`src/hw/rtl/bsl_pkg.sv`:
```
`timescale 1ns / 1ps

package bsl_pkg;

    localparam int TEXT_CAPACITY = 100;
    localparam logic [6:0] MAX_STORED = 7'(TEXT_CAPACITY - 1);

    localparam int QUEUE_DEPTH = 4;
    localparam int PTR_W = $clog2(QUEUE_DEPTH);
    localparam int CNT_W = $clog2(QUEUE_DEPTH + 1);

    typedef enum logic [1:0] {
        MODE_IDLE   = 2'd0,
        MODE_IDENT  = 2'd1,
        MODE_NUMBER = 2'd2
    } mode_t;

    typedef enum logic [2:0] {
        KW_NONE = 3'd0,
        KW_I    = 3'd1,
        KW_IN   = 3'd2,
        KW_INT  = 3'd3,
        KW_IF   = 3'd4,
        KW_DEAD = 3'd5
    } kw_t;

    typedef enum logic [3:0] {
        KIND_INT     = 4'd0,
        KIND_IDENT   = 4'd1,
        KIND_NUMBER  = 4'd2,
        KIND_ASSIGN  = 4'd3,
        KIND_PLUS    = 4'd4,
        KIND_MINUS   = 4'd5,
        KIND_STAR    = 4'd6,
        KIND_SLASH   = 4'd7,
        KIND_GREATER = 4'd8,
        KIND_IF      = 4'd9,
        KIND_LBRACE  = 4'd10,
        KIND_RBRACE  = 4'd11,
        KIND_SEMI    = 4'd12,
        KIND_UNKNOWN = 4'd13,
        KIND_END     = 4'd14
    } kind_t;

    typedef struct packed {
        kind_t      kind;
        logic [6:0] length;
        logic [7:0] first;
        logic       last;
    } token_t;

    typedef struct packed {
        logic   push0;
        logic   push1;
        token_t res0;
        token_t res1;
    } scan_out_t;

    typedef struct packed {
        logic [CNT_W-1:0] level;
        logic             room2;
    } queue_status_t;

    function automatic logic is_space(input logic [7:0] c);
        return (c == 8'd32) || ((c >= 8'd9) && (c <= 8'd13));
    endfunction

    function automatic logic is_digit(input logic [7:0] c);
        return (c >= 8'd48) && (c <= 8'd57);
    endfunction

    function automatic logic is_letter(input logic [7:0] c);
        return ((c >= 8'd65) && (c <= 8'd90)) || ((c >= 8'd97) && (c <= 8'd122));
    endfunction

    function automatic kind_t punct_kind(input logic [7:0] c);
        kind_t k;
        unique case (c)
            8'h3D:   k = KIND_ASSIGN;
            8'h2B:   k = KIND_PLUS;
            8'h2D:   k = KIND_MINUS;
            8'h2A:   k = KIND_STAR;
            8'h2F:   k = KIND_SLASH;
            8'h3E:   k = KIND_GREATER;
            8'h7B:   k = KIND_LBRACE;
            8'h7D:   k = KIND_RBRACE;
            8'h3B:   k = KIND_SEMI;
            default: k = KIND_UNKNOWN;
        endcase
        return k;
    endfunction

    function automatic kw_t kw_next(input kw_t p, input logic [7:0] c);
        kw_t n;
        n = KW_DEAD;
        if (p == KW_NONE && c == 8'h69)
        begin
            n = KW_I;
        end
        else if (p == KW_I && c == 8'h6E)
        begin
            n = KW_IN;
        end
        else if (p == KW_I && c == 8'h66)
        begin
            n = KW_IF;
        end
        else if (p == KW_IN && c == 8'h74)
        begin
            n = KW_INT;
        end
        return n;
    endfunction

endpackage

```
`src/hw/rtl/byte_stream_lexer.sv`:
```
// A token is written into the token queue in the same cycle that the byte that completes it is accepted.
// Throughput: one byte per cycle while in_ready is high; an item that yields two tokens pushes both at once.
// A four-entry token queue decouples the scanner from the output handshake.
// in_ready drops only while the queue has fewer than two free entries.
// Reset is asynchronous and active low; it empties the queue and returns the scanner to idle.
`timescale 1ns / 1ps

module byte_stream_lexer (
    input  logic       clk,
    input  logic       rst_n,
    input  logic       in_valid,
    output logic       in_ready,
    input  logic [7:0] byte_in,
    input  logic       end_of_input,
    output logic       out_valid,
    input  logic       out_ready,
    output logic [3:0] token_kind,
    output logic [6:0] token_length,
    output logic [7:0] first_char,
    output logic       last_of_run
);

    bsl_pkg::scan_out_t     scan_out;
    bsl_pkg::token_t        head_tok;
    bsl_pkg::queue_status_t status;
    logic                   fire;
    logic                   pop;

    assign in_ready     = status.room2;
    assign fire         = in_valid && in_ready;
    assign out_valid    = (status.level != '0);
    assign pop          = out_valid && out_ready;
    assign token_kind   = head_tok.kind;
    assign token_length = head_tok.length;
    assign first_char   = head_tok.first;
    assign last_of_run  = head_tok.last;

    bsl_scanner u_scanner (
        .clk          (clk),
        .rst_n        (rst_n),
        .fire         (fire),
        .byte_in      (byte_in),
        .end_of_input (end_of_input),
        .scan_out     (scan_out)
    );

    bsl_out_queue u_queue (
        .clk      (clk),
        .rst_n    (rst_n),
        .scan_out (scan_out),
        .pop      (pop),
        .head_tok (head_tok),
        .status   (status)
    );

    // An end-of-input request always leaves a token waiting in the next cycle.
    a_eof_gives_token: assert property (@(posedge clk) disable iff (!rst_n)
        (fire && end_of_input) |=> out_valid)
        else $error("end of input produced no token");

    // The queue never holds more entries than it has.
    a_level_bound: assert property (@(posedge clk) disable iff (!rst_n)
        status.level <= bsl_pkg::CNT_W'(bsl_pkg::QUEUE_DEPTH))
        else $error("token queue overflow");

    // A second token in one cycle only follows a first one.
    a_push_order: assert property (@(posedge clk) disable iff (!rst_n)
        scan_out.push1 |-> (scan_out.push0 && !scan_out.res0.last && scan_out.res1.last))
        else $error("token pair out of order");

    // The last token of an end-of-input request is the end token.
    a_eof_last: assert property (@(posedge clk) disable iff (!rst_n)
        (fire && end_of_input && !scan_out.push1) |->
        (scan_out.res0.kind == bsl_pkg::KIND_END))
        else $error("end token missing");

endmodule

```
`src/hw/rtl/bsl_scanner.sv`:
```
`timescale 1ns / 1ps

module bsl_scanner (
    input  logic                clk,
    input  logic                rst_n,
    input  logic                fire,
    input  logic [7:0]          byte_in,
    input  logic                end_of_input,
    output bsl_pkg::scan_out_t  scan_out
);

    bsl_pkg::mode_t mode_reg, mode_next;
    logic [6:0]     len_reg, len_next;
    bsl_pkg::kw_t   kw_reg, kw_next_s;
    logic [7:0]     first_reg, first_next;

    bsl_pkg::token_t close_tok;
    bsl_pkg::token_t end_tok;
    bsl_pkg::token_t punct_tok;
    bsl_pkg::kind_t  close_kind;
    logic            is_l;
    logic            is_d;
    logic            is_s;
    logic            open_flag;

    always_comb
    begin
        is_l = bsl_pkg::is_letter(byte_in);
        is_d = bsl_pkg::is_digit(byte_in);
        is_s = bsl_pkg::is_space(byte_in);
        open_flag = (mode_reg != bsl_pkg::MODE_IDLE);

        if (mode_reg == bsl_pkg::MODE_IDENT)
        begin
            if (kw_reg == bsl_pkg::KW_INT)
            begin
                close_kind = bsl_pkg::KIND_INT;
            end
            else if (kw_reg == bsl_pkg::KW_IF)
            begin
                close_kind = bsl_pkg::KIND_IF;
            end
            else
            begin
                close_kind = bsl_pkg::KIND_IDENT;
            end
        end
        else
        begin
            close_kind = bsl_pkg::KIND_NUMBER;
        end

        close_tok = '{kind: close_kind, length: len_reg, first: first_reg, last: 1'b0};
        end_tok   = '{kind: bsl_pkg::KIND_END, length: 7'd3, first: 8'd0, last: 1'b1};
        punct_tok = '{kind: bsl_pkg::punct_kind(byte_in), length: 7'd1, first: byte_in,
                      last: 1'b1};

        mode_next  = mode_reg;
        len_next   = len_reg;
        kw_next_s  = kw_reg;
        first_next = first_reg;
        scan_out.push0 = 1'b0;
        scan_out.push1 = 1'b0;
        scan_out.res0  = close_tok;
        scan_out.res1  = end_tok;

        if (fire)
        begin
            if (end_of_input)
            begin
                mode_next  = bsl_pkg::MODE_IDLE;
                len_next   = 7'd0;
                kw_next_s  = bsl_pkg::KW_NONE;
                first_next = 8'd0;
                scan_out.push0 = 1'b1;
                if (open_flag)
                begin
                    scan_out.push1 = 1'b1;
                    scan_out.res1  = end_tok;
                end
                else
                begin
                    scan_out.res0 = end_tok;
                end
            end
            else if ((mode_reg == bsl_pkg::MODE_IDENT && (is_l || is_d)) ||
                     (mode_reg == bsl_pkg::MODE_NUMBER && is_d))
            begin
                if (len_reg < bsl_pkg::MAX_STORED)
                begin
                    len_next  = len_reg + 7'd1;
                    kw_next_s = bsl_pkg::kw_next(kw_reg, byte_in);
                end
            end
            else
            begin
                mode_next  = bsl_pkg::MODE_IDLE;
                len_next   = 7'd0;
                kw_next_s  = bsl_pkg::KW_NONE;
                first_next = 8'd0;
                if (is_l || is_d)
                begin
                    mode_next  = is_l ? bsl_pkg::MODE_IDENT : bsl_pkg::MODE_NUMBER;
                    len_next   = 7'd1;
                    first_next = byte_in;
                    kw_next_s  = is_l ? bsl_pkg::kw_next(bsl_pkg::KW_NONE, byte_in)
                                      : bsl_pkg::KW_DEAD;
                end
                if (open_flag)
                begin
                    scan_out.push0 = 1'b1;
                    if (!is_l && !is_d && !is_s)
                    begin
                        scan_out.push1 = 1'b1;
                        scan_out.res1  = punct_tok;
                    end
                    else
                    begin
                        scan_out.res0.last = 1'b1;
                    end
                end
                else if (!is_l && !is_d && !is_s)
                begin
                    scan_out.push0 = 1'b1;
                    scan_out.res0  = punct_tok;
                end
            end
        end
    end

    always_ff @(posedge clk or negedge rst_n)
    begin
        if (!rst_n)
        begin
            mode_reg  <= bsl_pkg::MODE_IDLE;
            len_reg   <= 7'd0;
            kw_reg    <= bsl_pkg::KW_NONE;
            first_reg <= 8'd0;
        end
        else
        begin
            mode_reg  <= mode_next;
            len_reg   <= len_next;
            kw_reg    <= kw_next_s;
            first_reg <= first_next;
        end
    end

endmodule

```
`src/hw/rtl/bsl_out_queue.sv`:
```
`timescale 1ns / 1ps

module bsl_out_queue (
    input  logic                    clk,
    input  logic                    rst_n,
    input  bsl_pkg::scan_out_t      scan_out,
    input  logic                    pop,
    output bsl_pkg::token_t         head_tok,
    output bsl_pkg::queue_status_t  status
);

    bsl_pkg::token_t mem_reg [bsl_pkg::QUEUE_DEPTH];

    logic [bsl_pkg::PTR_W-1:0] head_reg, head_next;
    logic [bsl_pkg::PTR_W-1:0] tail_reg, tail_next;
    logic [bsl_pkg::CNT_W-1:0] count_reg, count_next;
    logic [bsl_pkg::PTR_W-1:0] tail_plus1;

    always_comb
    begin
        tail_plus1 = tail_reg + bsl_pkg::PTR_W'(1);
        tail_next  = tail_reg + bsl_pkg::PTR_W'(scan_out.push0)
                              + bsl_pkg::PTR_W'(scan_out.push1);
        head_next  = head_reg + bsl_pkg::PTR_W'(pop);
        count_next = count_reg + bsl_pkg::CNT_W'(scan_out.push0)
                               + bsl_pkg::CNT_W'(scan_out.push1)
                               - bsl_pkg::CNT_W'(pop);
        head_tok     = mem_reg[head_reg];
        status.level = count_reg;
        status.room2 = (count_reg <= bsl_pkg::CNT_W'(bsl_pkg::QUEUE_DEPTH - 2));
    end

    always_ff @(posedge clk)
    begin
        if (scan_out.push0)
        begin
            mem_reg[tail_reg] <= scan_out.res0;
        end
        if (scan_out.push1)
        begin
            mem_reg[tail_plus1] <= scan_out.res1;
        end
    end

    always_ff @(posedge clk or negedge rst_n)
    begin
        if (!rst_n)
        begin
            head_reg  <= '0;
            tail_reg  <= '0;
            count_reg <= '0;
        end
        else
        begin
            head_reg  <= head_next;
            tail_reg  <= tail_next;
            count_reg <= count_next;
        end
    end

endmodule
```
`config.mk`:
```
export PLATFORM = sky130hd
export DESIGN_NAME = byte_stream_lexer
export DESIGN_NICKNAME = d
export VERILOG_FILES = /design/src/hw/rtl/bsl_pkg.sv /design/src/hw/rtl/byte_stream_lexer.sv /design/src/hw/rtl/bsl_scanner.sv /design/src/hw/rtl/bsl_out_queue.sv
export SDC_FILE = /design/constraint.sdc
export NUM_CORES = 1
export LEC_CHECK = 0
export BUFFER_PORTS_ARGS = -buffer_cell sky130_fd_sc_hd__buf_4
export CAP_MARGIN = 20
export CORE_MARGIN = 5
export CORE_UTILIZATION = 45
export DETAILED_ROUTE_END_ITERATION = 6
export GPL_ROUTABILITY_DRIVEN = 0
export PLACE_DENSITY = 0.63
export SYNTH_ARGS = -nofsm -noshare
export SYNTH_HDL_FRONTEND = slang
export SYNTH_SLANG_ARGS = --single-unit
```
`constraint.sdc`:
```
create_clock -name clk -period 7.4 [get_ports clk]
set_input_delay 0.74 -clock clk [delete_from_list [all_inputs] [get_ports clk]]
set_output_delay 0.74 -clock clk [all_outputs]
set_load 0.1 [all_outputs]
```
Word level (Yosys, flattened, before mapping)
Memory sizes are Yosys's and may differ from the RTL's.
Cells that the tools add are included.
- bits in registers: 27
- memory bits (writable): 80
- logic and storage cells: 117
- memories kept: 1
- add/sub/neg operators: 8
- order comparisons: 10
- equality and inequality tests: 22
- mux-type cells: 43
- reduce and logical (&&, ||, !) cells: 26
- memory list (name ; words ; width ; read ports ; clocked after Yosys merged registers in ; wr ports ; line ; text):
    u_queue.mem_reg ; 4 ; 20 ; 1 ; 0 ; 2 ; bsl_out_queue.sv:12 ; bsl_pkg::token_t mem_reg [bsl_pkg::QUEUE_DEPTH];
- operators with widths (cell ; number):
    42-bit 2-to-1 mux ; 3
    20-bit 2-to-1 mux ; 4
    8-bit by 6-bit == test with 1-bit output (second input constant) ; 8
    8-bit by 7-bit == test with 1-bit output (second input constant) ; 6
    4-bit one-hot mux with 9 select lines ; 1
    3-bit 2-to-1 mux ; 10
    8-bit 2-to-1 mux ; 3
    7-bit 2-to-1 mux ; 3
    19-bit 2-to-1 mux ; 1
    8-bit by 7-bit >= comparator with 1-bit output (second input constant) ; 2
    8-bit by 7-bit less-or-equal comparator with 1-bit output (second input constant) ; 2
    1-bit logical AND ; 14
    4-bit 2-to-1 mux ; 3
    1-bit 2-to-1 mux ; 11
    8-bit by 4-bit >= comparator with 1-bit output (second input constant) ; 1
    8-bit by 6-bit >= comparator with 1-bit output (second input constant) ; 1
    8-bit by 4-bit less-or-equal comparator with 1-bit output (second input constant) ; 1
    8-bit by 6-bit less-or-equal comparator with 1-bit output (second input constant) ; 1
    2-bit 2-to-1 mux ; 4
    7-bit by 1-bit adder with 7-bit output (second input constant) ; 1
    7-bit less-than comparator (second input constant) ; 1
    2-bit by 1-bit adder with 2-bit output ; 3
    3-bit by 1-bit adder with 3-bit output ; 2
    3-bit by 2-bit == test with 1-bit output (second input constant) ; 2
    15 further kinds ; 21

Logic depth before layout (Yosys ltp)
Gate-level depths: netlist of the first run.
- depth after elaboration: 14
- mapped depth: 12
- gate-level depth less buffers: 11

By module
From an unflattened synthesis of the first run, not the netlist that was laid out.
- cell total of the unflattened synthesis: 477
- area total of the unflattened synthesis: 6193.4 um2
- by module, submodules not included (module ; times used ; cells an instance ; area an instance (um2) ; sequential area each (um2)):
    bsl_out_queue ; 1 ; 227 ; 4221.5 ; 2577.5
    bsl_scanner ; 1 ; 247 ; 1949.4 ; 500.5
    byte_stream_lexer ; 1 ; 3 ; 22.5 ; 0.0

Worst setup path after synthesis of the first run
No wires, ideal clock.
- path type: input port to flip-flop
- start: input byte_in[2]
- end: register u_queue.count_reg[2] (netlist name)
- arrival: 3.784 ns
- setup slack: 3.493 ns
- cell stages on the path: 10
- path buffers: 0
- cells stage by stage: or4_4 -> o22a_1 -> a21boi_1 -> or2_2 -> ha_1 -> nor2b_1 -> nor2_1 -> fa_1 -> fa_1 -> xnor2_1
- longest elaborated chain between the ends: 14
- ends and longest elaborated chain (item ; line ; text):
    from (decl) ; byte_stream_lexer.sv:13 ; input logic [7:0] byte_in,
    8-bit by 7-bit >= comparator with 1-bit output or 8-bit by 7-bit less-or-equal comparator with 1-bit output (tied branches) ; bsl_pkg.sv:73 ; return ((c >= 8'd65) && (c <= 8'd90)) || ((c >= 8'd97) && (c <= 8'd122));
    1-bit logical AND ; bsl_pkg.sv:73 ;
    1-bit logical OR ; bsl_pkg.sv:73 ;
    1-bit zero test ; bsl_scanner.sv:112, bsl_scanner.sv:122 ;
    1-bit logical AND (2 in series) ; bsl_scanner.sv:112, bsl_scanner.sv:122 ;
    1-bit 2-to-1 mux ; bsl_scanner.sv:112, bsl_scanner.sv:122 ;
    1-bit 2-to-1 mux ; bsl_scanner.sv:109 ; if (open_flag)
    42-bit 2-to-1 mux (*) ; bsl_scanner.sv:86 ; else if ((mode_reg == bsl_pkg::MODE_IDENT && (is_l || is_d)) ||
    42-bit 2-to-1 mux (*) ; bsl_scanner.sv:69 ; if (end_of_input)
    42-bit 2-to-1 mux (*) ; bsl_scanner.sv:67 ; if (fire)
    3-bit by 1-bit adder with 3-bit output ; bsl_out_queue.sv:25 ; count_next = count_reg + bsl_pkg::CNT_W'(scan_out.push0)
    3-bit by 1-bit adder with 3-bit output (*) ; bsl_out_queue.sv:26 ; + bsl_pkg::CNT_W'(scan_out.push1)
    3-bit by 1-bit subtractor with 3-bit output (*) ; bsl_out_queue.sv:27 ; - bsl_pkg::CNT_W'(pop);
    net u_queue.count_next (one bit) ; bsl_out_queue.sv:16 ; logic [bsl_pkg::CNT_W-1:0] count_reg, count_next;
    to (signal assigned) ; bsl_out_queue.sv:57 ; count_reg <= count_next;
    to (decl) ; bsl_out_queue.sv:16 ;
The timed path passes the listed nets; every way through them passes the cells marked *.
A chain may end at the register's enable or synchronous reset.

Worst setup path after layout of the first run
Ends and elaborated chain as after synthesis.

==> results of run 1 <==
-- metrics by stage --
stage / util / setup WS [ns] / hold WS [ns] / instance area, um2 / total power, uW
finish: 0.505 / 3.41 / 0.291 / 6370 / 2540
global route: 0.505 / 3.17 / 0.321 / 6370 / 2660
CTS: 0.505 / 3.40 / 0.307 / 6370 / 2550
detailed placement: 0.481 / 3.03 / 0.447 / 6070 / 2070
global placement: 0.481 / 3.13 / 0.441 / 6070 / 2060
floorplan: - / 3.49 / 0.433 / 5780 / 1820
-- cells in the mapped netlist (all sizes together), types with 3 or more instances --
cell type | instances | area [um2]
nor3 | 13 | 120
ha | 5 | 62.6
nand2 | 54 | 203
dfxtp | 28 | 561
nor2 | 31 | 126
o22a | 3 | 26.3
fa | 3 | 60.1
nand3b | 3 | 22.5
mux4 | 20 | 450
or3 | 3 | 18.8
o31ai | 3 | 22.5
dfrtp | 27 | 676
nor4 | 5 | 37.5
inv | 15 | 56.3
o21ai | 9 | 45.0
edfxtp | 52 | 1560
clkbuf | 16 | 61.3
a21boi | 3 | 22.5
nand2b | 8 | 50.1
o41ai | 3 | 33.8
buf | 20 | 133
or2 | 4 | 25.0
o21a | 4 | 30.0
a21oi | 24 | 120
o211ai | 4 | 30.0
xnor2 | 3 | 26.3
a32o | 7 | 70.1
o221ai | 4 | 35.0
o22ai | 16 | 100
nand3 | 28 | 140
xor2 | 4 | 35.0
or4 | 3 | 26.3
nor2b | 10 | 62.6
a22o | 48 | 420
nand4 | 3 | 18.8
-- power by group through the flow --
stage / logic [uW] / registers (uW) / clock network, uW
finish: 1230 / 831 / 482
global route: 1300 / 847 / 511
CTS: 1230 / 833 / 486
detailed placement: 1230 / 845 / 0
global placement: 1210 / 841 / 0
floorplan: 1030 / 786 / 0
-- layout make-up --
cell class,instances,area (um2)
Fill cell,1159,6250
Sequential cell,107,2800
Multi-Input combinational cell,358,2730
Timing Repair Buffer,36,270
Clock buffer,11,243
Tap cell,172,215
Inverter,15,56.3
Clock inverter,5,52.6
-- logic make-up (layout without fill, tap and decap cells) --
family | after synthesis | count (layout)
adders and majority gates | 8 | 8
buffers and inverters | 51 | 67
AOI/OAI and AO/OA | 148 | 148
xor gates and xnor gates | 7 | 7
muxes | 22 | 22
DFF | 107 | 107
and+or+nand+nor | 173 | 173
-- path summary, 6_finish.rpt --
kind | startpoint | end | slack [ns]
min reg2reg | u_queue.mem_reg[1][12]$_SDFFE_PP0P_ | u_queue.mem_reg[1][12]$_SDFFE_PP0P_ | 0.46
max | byte_in[2] | u_queue.count_reg[2]$_DFF_PN0_ | 3.41
min | rst_n | u_scanner.len_reg[4]$_DFFE_PN0P_ | 0.29
max reg2reg | u_queue.count_reg[0]$_DFF_PN0_ | u_queue.count_reg[2]$_DFF_PN0_ | 3.77
max in group asynchronous | rst_n | u_scanner.first_reg[5]$_DFFE_PN0P_ | 6.82
min in group clk | u_queue.mem_reg[1][12]$_SDFFE_PP0P_ | u_queue.mem_reg[1][12]$_SDFFE_PP0P_ | 0.46
-- routing by layer --
| metal | vias up | share of wire | wire (um) | GRT usage |
|---|---|---|---|---|
| met5 | - | 0 | 0 | 0 |
| met4 | 0 | 0.021 | 312 | 0.0685 |
| met3 | 30 | 0.077 | 1130 | 0.0526 |
| met2 | 186 | 0.45 | 6570 | 0.307 |
| met1 | 2159 | 0.45 | 6680 | 0.294 |
| li1 | 2027 | - | - | - |
==> results.md, run 1 <==
- Status: finished clean
- WP buf/inv: 1
- Post-DR vias/cell: 6.25
- Gr usage total: 0.206
- Post-synthesis mux area share: 0.0818
- Die area: 0.0152 mm2
- Combinational share of power: 0.483
- CP max stage cell: or4_4
- Area grow syn2layout: 10.2%
- N_diodes: 0
- CTS tree: done
- # IOs: 35
- Adder-cell share of the synthesized area: 0.0212
- Endpoints failing setup: 0
- Worst reg-to-reg path cell count: 10
- Crit path largest cell delay: 0.56 ns
- Finished Layout Cells: 704
- Crit share post-route: 0.540
- Crit path required time: 7.64 ns
- Post-CTS setup buffers: 0
- Net switching power: 1200 uW
- RSZ-0062 raised after global routing: false
- Min-Delay Path Class: input port to asynchronous set/reset pin
- First-pass GRT wire length: 23.8 mm
- Largest net degree at the start of global routing: 29
- Core area: 0.0126 mm2
- Worst clock skew: 0.00868 ns
- Final Hold Fails: 0
- Crit path cell chain: buf_4, or4_4, o22a_1, a21boi_1, or2_2, ha_1, nor2b_1, nor2_1, fa_1, fa_1, xnor2_1
- Netlist Area Pre-Place: 0.00578 mm2
- CP startpoint kind: input port
- Clock-pin slew on the worst setup and hold paths: 0.07 ns
- Top delay family on crit path: simple AND/OR/NAND/NOR gates
- Number of global-route vias before repair: 4350
- Layout cells sized above 1: 0.177
- Sw Ratio: 0.472
- Final HPWL DP: 10.3 mm
- Post-route ant nets: 0
- # DRC: 0
- Number of flip-flops in the largest register: 80
- Num Clock Sinks: 107
- Placed cells: 688
- Library cells used by synthesis: 71
- Post-Syn Instances: 516
- Number of synthesized flops with an enable pin: 52
- Clk network pwr share: 0.190
- Cell mode on critical path: fa_1
- Synth Warn #: 0
- Final Max Tran Viols: 0
- Final min period: 3.99 ns
- Fmax: 250 MHz
- Longest Clk Path Bufs: 2
- Routed via count: 4402
- Synth Area in XOR/XNOR: 0.0106
- Max Fanout on Critical Path: 16
- Row cnt: 41
- Post-Route WL: 14.7 mm
- Max_slew headroom: 0.271
- Post-synth top flop: edfxtp_1
- DIE WIDTH: 123 um
- Slew at the pin closest to its max-slew limit: 1.08 ns
- Worst VDD drop: 0.199 mV
- 1st-iter DRT viols: 352
- Crit path depth: 11
- Height of the die: 123 um
- Commonest cells after routing, fill and taps aside: nand2_1 (54), edfxtp_1 (52), a22o_1 (48), buf_4 (36)
- Initial antenna violation count: 0
- Syn Nets: 537
- Critical Path AT: 4.24 ns
- GRT overflow: 0
- Drt first pass iters: 4
- WL/cell: 20.9 um
- Initial Util: 0.458
- Root buf cell: clkbuf_16
- CP Capture Type: flop
- CTS resizes: 0
- Main combinational cell family by area after synthesis: compound AO/OA/AOI/OAI gates
- Async SR Flop Fraction: 0.252
- Kind of critical path: input port to flop
- Clk_lat worst skew: 0.36 ns
- Internal power: 1340 uW
- Total negative slack: 0 ns
- Avg Inst Size Synth: 11.2 um2
- Clock H-tree levels: 3
- Most common cell after layout, fill and taps aside: nand2_1
- Post-CTS Hold Fix Bufs: 0
- # Max-Cap Violations: 0
- Sequential fraction of the synthesis area: 0.484
- Synth Area in Compound Gates: 0.201
- Clock buffer count from CTS: 9
- Pwr dens: 399 mW/mm2
- Port Buffers: 34
- Synthesized flop and latch total: 107
- Simple-gate portion of the synthesized area: 0.158
- Leak pwr: 0.00232 uW
- Layout Nets: 548
- Sequential share of power: 0.327
Note: power is estimated with default switching activity, not from simulation.
==> inputs of run 2 (changes only) <==
--- a/config.mk
+++ b/config.mk
@@ -5,6 +5,7 @@
 export SDC_FILE = /design/constraint.sdc
 export NUM_CORES = 1
 export LEC_CHECK = 0
+export ABC_AREA = 1
 export BUFFER_PORTS_ARGS = -buffer_cell sky130_fd_sc_hd__buf_4
 export CAP_MARGIN = 20
 export CORE_MARGIN = 5
==> constraint.sdc (replaced) <==
create_clock -name clk -period 4.1 [get_ports clk]
set_input_delay 0.41 -clock clk [delete_from_list [all_inputs] [get_ports clk]]
set_output_delay 0.41 -clock clk [all_outputs]
set_load 0.1 [all_outputs]
==> run 2 against run 1 <==
Setup slack worse by 2.4 ns; cell area up 1.7%; sequential share of layout area down 0.73 points; highest routed layer unchanged; hold slack better by 0.048 ns; largest cell class unchanged; count of clock-buffer cells in the layout down 2.
==> results.md, run 2 <==
- WL/cell: 15.8 um
- Core area: 0.0126 mm2
- Crit share post-route: 0.756
- First-pass GRT wire length: 24.8 mm
- 1st-iter DRT viols: 462
- Post-Syn Instances: 754
- GRT overflow: 0
- Synthesized flop and latch total: 107
- N_diodes: 0
- Max Fanout on Critical Path: 13
- Sequential fraction of the synthesis area: 0.481
- Ranking of synthesized cells by area: edfxtp_1 (27%), nand2_1 (16%), dfrtp_1 (12%)
- Layout Nets: 797
- Min Hold Slack: 0.339 ns
- Placed cells: 936
- Layout cells sized above 1: 0.111
- Final min period: 3.10 ns
- Status: finished clean
- Syn Nets: 775
- Drt first pass iters: 5
- Endpoints failing setup: 0
- DIE WIDTH: 124 um
- CP startpoint kind: flop
- Avg Inst Size Synth: 7.71 um2
- Clock H-tree levels: 3
- Final HPWL DP: 11.2 mm
- Number of synthesized flops with an enable pin: 52
- Row cnt: 41
- Crit path required time: 4.08 ns
- Most numerous cell in the Yosys netlist: nand2_1
- Min-Delay Path Class: input port to flop
- Final Hold Fails: 0
- Max_slew headroom: 0.445
- Synth Warn #: 0
- CP Capture Type: flop
- CTS tree: done
- Post-DR vias/cell: 5.40
- # Max-Cap Violations: 0
- Largest net degree at the start of global routing: 46
- Initial Util: 0.461
- Die area: 0.0153 mm2
- Commonest cells after routing, fill and taps aside: nand2_1 (244), nor2_1 (85), o21ai_0 (62), inv_1 (59), nand3_1 (56)
- Height of the die: 124 um
- Initial antenna violation count: 0
- Netlist Area Pre-Place: 0.00581 mm2
- Fmax: 323 MHz
- Library cells used by synthesis: 36
- Port Buffers: 34
- Async SR Flop Fraction: 0.252
- Routed via count: 5148
- # DRC: 0
- Num Clock Sinks: 107
- Post-synth top cells: nand2_1 (244), nor2_1 (85), o21ai_0 (62)
- Synth area leader: edfxtp_1
- Finished Layout Cells: 953
- Area grow syn2layout: 11.4%
- Total negative slack: 0 ns
- Clock-pin slew on the worst setup and hold paths: 0.07 ns
- Number of flip-flops in the largest register: 80
- Clk_lat worst skew: 0.35 ns
- Final Max Tran Viols: 0
- Pwr dens: 800 mW/mm2
- Slew at the pin closest to its max-slew limit: 0.831 ns
- Critical Path AT: 3.08 ns
- Worst clock skew: 0.00538 ns
- Synth top area share: 0.269
- RSZ-0062 raised after global routing: false
- Gr usage total: 0.208
- CTS resizes: 0
- Leak pwr: 0.00300 uW
- Worst VDD drop: 0.426 mV
- Post-route ant nets: 0
- Post-CTS setup buffers: 0
- Root buf cell: clkbuf_16
- # IOs: 35
- Post-Route WL: 15.1 mm
- Post-CTS Hold Fix Bufs: 1
- Kind of critical path: flop to flop
- Number of global-route vias before repair: 4687
- Longest Clk Path Bufs: 2
- Clock buffer count from CTS: 9
- Post-synth top flop: edfxtp_1
- Most common cell after layout, fill and taps aside: nand2_1
==> run 2: changes by cell type after synthesis, moves of 5 or more <==
cell,before,now
nand2_1,54,244
nor2_1,27,85
o21ai_0,6,62
a22o_1,48,0
inv_1,14,59
nand3_1,28,56
mux4_2,20,0
inv_2,1,11
nor2b_1,10,0
o22ai_1,16,25
nand2b_1,8,0
a32o_1,7,0
nand2_4,0,5
==> run 2: worst max-delay path, stage by stage, from the launching register on <==
cell and delay [ns]:
dfrtp_1 0.39, inv_1 0.12, ha_1 0.16, inv_1 0.05, a21boi_1 0.66, inv_1 0.32, a21oi_4 0.35, nand2_4 0.14
nand2_1 0.54
==> run 2: logic make-up after synthesis <==
group           count (synthesis)  synth area share
xor+xnor                        6           0.00904
simple gates                  413             0.303
compound gates                120             0.114
fa+ha+maj                       8            0.0211
buf+inv                       100            0.0717
flops                         107             0.481
==> run 2: final timing paths <==
check	from	endpoint	slack (ns)	depth (start not counted)
setup / recovery	u_queue.count_reg[1]$_DFF_PN0_	u_queue.mem_reg[2][3]$_DFFE_PP_	1.00	8
hold / removal	byte_in[5]	u_scanner.first_reg[5]$_DFFE_PN0P_	0.34	3
setup reg to reg	u_queue.count_reg[1]$_DFF_PN0_	u_queue.mem_reg[2][3]$_DFFE_PP_	1.00	8
hold reg to reg	u_queue.mem_reg[0][11]$_SDFFE_PP0P_	u_queue.mem_reg[0][11]$_SDFFE_PP0P_	0.48	2
max in group asynchronous	rst_n	u_scanner.first_reg[4]$_DFFE_PN0P_	3.30	2
min in group asynchronous	rst_n	u_scanner.len_reg[2]$_DFFE_PN0P_	0.52	2
==> run 2: through the flow <==
| step | util | instance area [um2] | setup slack (ns) | power [uW] |
|---|---|---|---|---|
| 2_1_floorplan | - | 5810 | 1.12 | 3700 |
| 3_3_place_gp | 0.488 | 6160 | 1.08 | 4260 |
| 3_5_place_dp | 0.488 | 6160 | 1.00 | 4300 |
| 4_1_cts | 0.513 | 6470 | 0.989 | 5190 |
| 5_1_grt | 0.513 | 6470 | 0.615 | 5470 |
| 6_report | 0.513 | 6470 | 1.00 | 5180 |
==> run 2: final cells by class <==
type                            count  area [um2]
Clock buffer                        9         225
Tap cell                          172         215
Multi-Input combinational cell    547        2600
Sequential cell                   107        2800
Inverter                           74         282
Timing Repair Buffer               37         280
Fill cell                        1238        6140
Clock inverter                      7        76.3
==> run 2: power breakdown <==
group / total [uW] / switching (uW) / internal (uW)
logic: 2770 / 2190 / 585
registers: 1520 / 140 / 1380
clock network: 890 / 412 / 479
==> run 2: per-layer routing <==
layer,wire (um),track usage,vias up
met4,200,0.0685,0
li1,-,-,2511
met5,0,0,-
met2,6440,0.296,222
met3,1110,0.0318,14
met1,7340,0.322,2401
